==> src/rtl/core/ilid_pkg.sv <==
package ilid_pkg;

  localparam int CAPACITY = 1024;
  localparam int IDX_W    = (CAPACITY > 1) ? $clog2(CAPACITY) : 1;
  localparam int CNT_W    = $clog2(CAPACITY + 1);
  localparam int POS_W    = 16;
  localparam int CMP_W    = (CNT_W > POS_W) ? CNT_W : POS_W;
  localparam int DATA_W   = 32;
  localparam int COUNT_W  = 11;
  localparam int GROUP    = 32;
  localparam int NGROUP   = (CAPACITY + GROUP - 1) / GROUP;

  typedef enum logic [2:0] {
    MODE_GET     = 3'd0,
    MODE_INS_HD  = 3'd1,
    MODE_INS_TL  = 3'd2,
    MODE_INS_IDX = 3'd3,
    MODE_DEL     = 3'd4
  } mode_e;

  typedef enum logic [1:0] {
    ST_DONE  = 2'd0,
    ST_RANGE = 2'd1,
    ST_FULL  = 2'd2
  } status_e;

  typedef enum logic [1:0] {
    S_IDLE = 2'd0,
    S_RD1  = 2'd1,
    S_RD2  = 2'd2
  } state_e;

  // broadcast to every cell of the row
  typedef struct packed {
    logic              ins;
    logic              del;
    logic [IDX_W-1:0]  idx;
    logic [DATA_W-1:0] value;
  } cell_cmd_t;

endpackage

==> src/rtl/core/ilid_cell.sv <==
module ilid_cell (
  input  logic                       clk_i,
  input  logic [ilid_pkg::IDX_W-1:0] idx_i,
  input  ilid_pkg::cell_cmd_t        cmd_i,
  input  logic [ilid_pkg::DATA_W-1:0] left_i,
  input  logic [ilid_pkg::DATA_W-1:0] right_i,
  input  logic [ilid_pkg::IDX_W-1:0] rd_idx_i,
  output logic [ilid_pkg::DATA_W-1:0] data_o,
  output logic [ilid_pkg::DATA_W-1:0] rd_o
);
  import ilid_pkg::*;

  logic [DATA_W-1:0] data_q, data_d;

  always_comb begin
    data_d = data_q;
    if (cmd_i.ins) begin
      if (idx_i > cmd_i.idx) begin
        data_d = left_i;
      end else if (idx_i == cmd_i.idx) begin
        data_d = cmd_i.value;
      end
    end else if (cmd_i.del) begin
      if (idx_i >= cmd_i.idx) begin
        data_d = right_i;
      end
    end
  end

  always_ff @(posedge clk_i) begin
    data_q <= data_d;
  end

  assign data_o = data_q;
  // only the addressed cell drives the read tree
  assign rd_o   = (idx_i == rd_idx_i) ? data_q : '0;

endmodule

==> config.mk <==
export PLATFORM = sky130hd
export DESIGN_NAME = ilid_cell
export DESIGN_NICKNAME = d
export VERILOG_FILES = /design/src/rtl/core/ilid_pkg.sv /design/src/rtl/core/ilid_cell.sv
export SDC_FILE = /design/constraint.sdc
export NUM_CORES = 1
export LEC_CHECK = 0
export BUFFER_PORTS_ARGS = -buffer_cell sky130_fd_sc_hd__buf_4
export CORE_UTILIZATION = 47
export CTS_CLUSTER_DIAMETER = 80
export DETAILED_ROUTE_END_ITERATION = 7
export PLACE_DENSITY_LB_ADDON = 0.05
export REMOVE_ABC_BUFFERS = 1
export SLEW_MARGIN = 20
export SYNTH_ARGS = -nofsm -noshare
export SYNTH_HDL_FRONTEND = slang
export SYNTH_SLANG_ARGS = --single-unit
==> constraint.sdc <==
create_clock -name clk_i -period 7.9 [get_ports clk_i]
set_input_delay 0.79 -clock clk_i [delete_from_list [all_inputs] [get_ports clk_i]]
set_output_delay 0.79 -clock clk_i [all_outputs]
set_load 0.02 [all_outputs]
==> reports/results.tsv <==
stage	metric	value	unit
run_status	status	complete, no violations	
worst_setup_path	Critical Path Fanout Max	35	
finish	fillcell total	522	
global_route	grt ovf	0	
die	Core Region	6350	µm²
finish	fin cells	557	
sta	setup TNS	0	ps
pwr	Clock Power Share	24.1	%
sta	Worst-Margin Slew	1050	ps
clock_tree	CTS clk-pin slew, worst paths	70	ps
die	Initial Utilization	48.9	%
placement	Area after DPL	4520	µm²
global_route	first-pass GRT wire length	14.9	mm
worst_setup_path	WS Path Type	input pin to register	
sta	Final min period	4000	ps
clock_tree	clock tree from TritonCTS	built	
logic_synthesis	Cells after Synth	305	
logic_synthesis	yosys warns	0	
routing	wirelength, routed	9.47	mm
pwr	Peak VDD IR	0.100	mV
pwr	Sw Pwr	208	µW
worst_setup_path	Startpoint Class	input pin	
clock_tree	setup bufs post-CTS	0	
sta	final worst-path setup slack	3900	ps
global_route	initial antenna violation count	0	
sta	Final setup viols	0	
clock_tree	Num CTS Buffers	5	
finish	share of layout cells above drive strength 1	50.2	%
die	die area	6930	µm²
finish	synth-to-layout area growth	49.4	%
placement	I/O Buffers	192	
worst_hold_path	Hold Path Origin	left_i[23]	
pwr	share of power burned in registers	37.1	%
clock_tree	clk buf depth	2	
pwr	LEAKAGE	0.00208	µW
worst_hold_path	Min-Delay Path Class	input pin to register	
global_route	largest net degree at the start of global routing	65	
sta	crit share post-route	50.7	%
logic_synthesis	mapped cell area	3100	µm²
placement	setup slack at placement	3620	ps
clock_tree	cells resized by post-CTS repair	0	
worst_hold_path	Hold Path Depth	3	
logic_synthesis	Mean Syn Cell Area	10.2	µm²
sta	RSZ-0062 raised after global routing	false	
finish	Largest register FFs	32	
die	# IOs	193	
clock_tree	Hold Buf Count CTS	0	
die	Die X	83.3	µm
routing	Post-route DRC	0	
finish	Ant. Diodes	0	
worst_setup_path	worst path required time	7800	ps
pwr	power density over cell area	139	nW/µm²
sta	Hold Slack	865	ps
finish	Final #Nets	618	
worst_setup_path	WP data arrival	3910	ps
die	row count	29	
routing	DRT Pass-1 Iters	5	
job	maxcap violations	0	
sta	slew margin rel.	29.9	%
sta	Final Hold Violating Endpoints	0	
routing	routed len/inst	17.0	µm
worst_hold_path	WHS Endpoint	data_o[23]	
clock_tree	CTS Sinks	32	
finish	multi-input logic area	1960	µm²
pwr	switch share	32.3	%
finish	Design Area, Final	4640	µm²
logic_synthesis	Seq cells post-synth	32	
logic_synthesis	Synth cell types	32	
pwr	cell-internal power	436	µW
sta	Final Slew Violations	0	
logic_synthesis	post-synthesis sequential area ratio	31.0	%
placement	post-DP HPWL	6.69	mm
worst_setup_path	Critical Path Sink Type	register	
global_route	number of global-route vias before repair	3146	
routing	via count	3187	
routing	Initial DRC Count	183	
pwr	power share of the combinational group	38.8	%
routing	ANT nets after route	0	
clock_tree	CTS root buffer	clkbuf_8	
routing	Via density	5.72	
placement	gp weighted congestion	0.779	
sta	max frequency	250	MHz
clock_tree	H-tree levels	2	
finish	register area	961	µm²
die	Die Y	83.3	µm
global_route	Total GRT Usage	26.4	%
placement	# placed instances	549	
[cells by family (layout without fill, tap and decap cells)]
kind of cell | Yosys count | in the layout | synth area share (%)
xor gates and xnor gates | 10 | 10 | 2.82
AOI/OAI and AO/OA | 74 | 74 | 25.6
muxes | 32 | 32 | 10.3
and+or+nand+nor | 107 | 107 | 19.6
adders and majority gates | 10 | 10 | 4.03
DFF | 32 | 32 | 31.0
buffers and inverters | 40 | 215 | 6.69
[critical path, stage by stage]
cell,delay (ps)
buf_4,120
ha_1,330
nand4_2,820
a211oi_2,580
a211oi_4,40
buf_4,320
a21oi_4,860
[cell usage in the layout, fill, tap and decap left out, types with 2 or more instances in the layout]
master    count
mux2i_1      32
nand2_1      34
a221oi_2     30
xor2_1        2
xnor2_1       8
nand4_1       2
clkinv_1      2
a221oi_1      2
buf_4       195
a21boi_0     32
inv_1        11
and2_1       32
a21oi_1       2
ha_1         10
clkbuf_8      5
edfxtp_1     32
a211oi_2      2
nor4_1       32
[per-stage QoR]
stage | power [µW] | util, %
3_3_place_gp | 486 | 71.2
6_report | 644 | 73.0
3_5_place_dp | 491 | 71.2
5_1_grt | 669 | 73.0
2_1_floorplan | 367 | -
4_1_cts | 641 | 72.8
[cells in the mapped netlist (all sizes together)]
library cell | number | area (µm²)
nand2b | 1 | 6.26
a211oi | 3 | 45.0
nand2 | 34 | 128
inv | 12 | 45.0
nand4 | 4 | 46.3
a21boi | 32 | 240
o31a | 1 | 8.76
xnor2 | 8 | 70.1
buf | 8 | 87.6
a21oi | 3 | 15.0
and4 | 1 | 10.0
mux2i | 32 | 320
xor2 | 2 | 17.5
nor2 | 1 | 3.75
o21bai | 1 | 7.51
edfxtp | 32 | 961
clkbuf | 20 | 75.1
or3 | 1 | 6.26
ha | 10 | 125
o21ai | 2 | 10.0
a221oi | 32 | 468
nor4 | 33 | 206
and2 | 32 | 200
[routing by layer]
layer	GRT usage, %	vias up	routed length, µm
met3	5.47	10	724
met5	0	-	0
met1	31.9	1499	3860
li1	-	1528	-
met2	47.3	150	4750
met4	6.90	0	134
[area by class of cell]
class | instances | share of cell area [%]
repair buffers | 195 | 31.6
inverters | 12 | 0.999
flip-flops and latches | 32 | 20.7
clock buffers | 5 | 1.48
clock inverters | 3 | 0.810
multi-input cells | 233 | 42.3
well taps | 77 | 2.08
[worst max path at each step]
stage,start,endpoint,cells past startpoint
2_1_floorplan,cmd_i[37],data_o[0],6
3_3_place_gp,idx_i[5],data_o[29],7
3_5_place_dp,idx_i[5],data_o[11],7
4_1_cts,idx_i[5],data_o[22],7
5_1_grt,idx_i[5],data_o[18],7
6_report,idx_i[5],data_o[10],7
[power by group through the flow]
stage	clock network, µW	logic [µW]	registers, µW
after global routing	161	265	242
after global placement	0	245	242
after floorplan	0	94.0	273
final	155	250	239
after detailed placement	0	250	242
after CTS	153	250	239
Note: power is estimated with default switching activity, not from simulation.
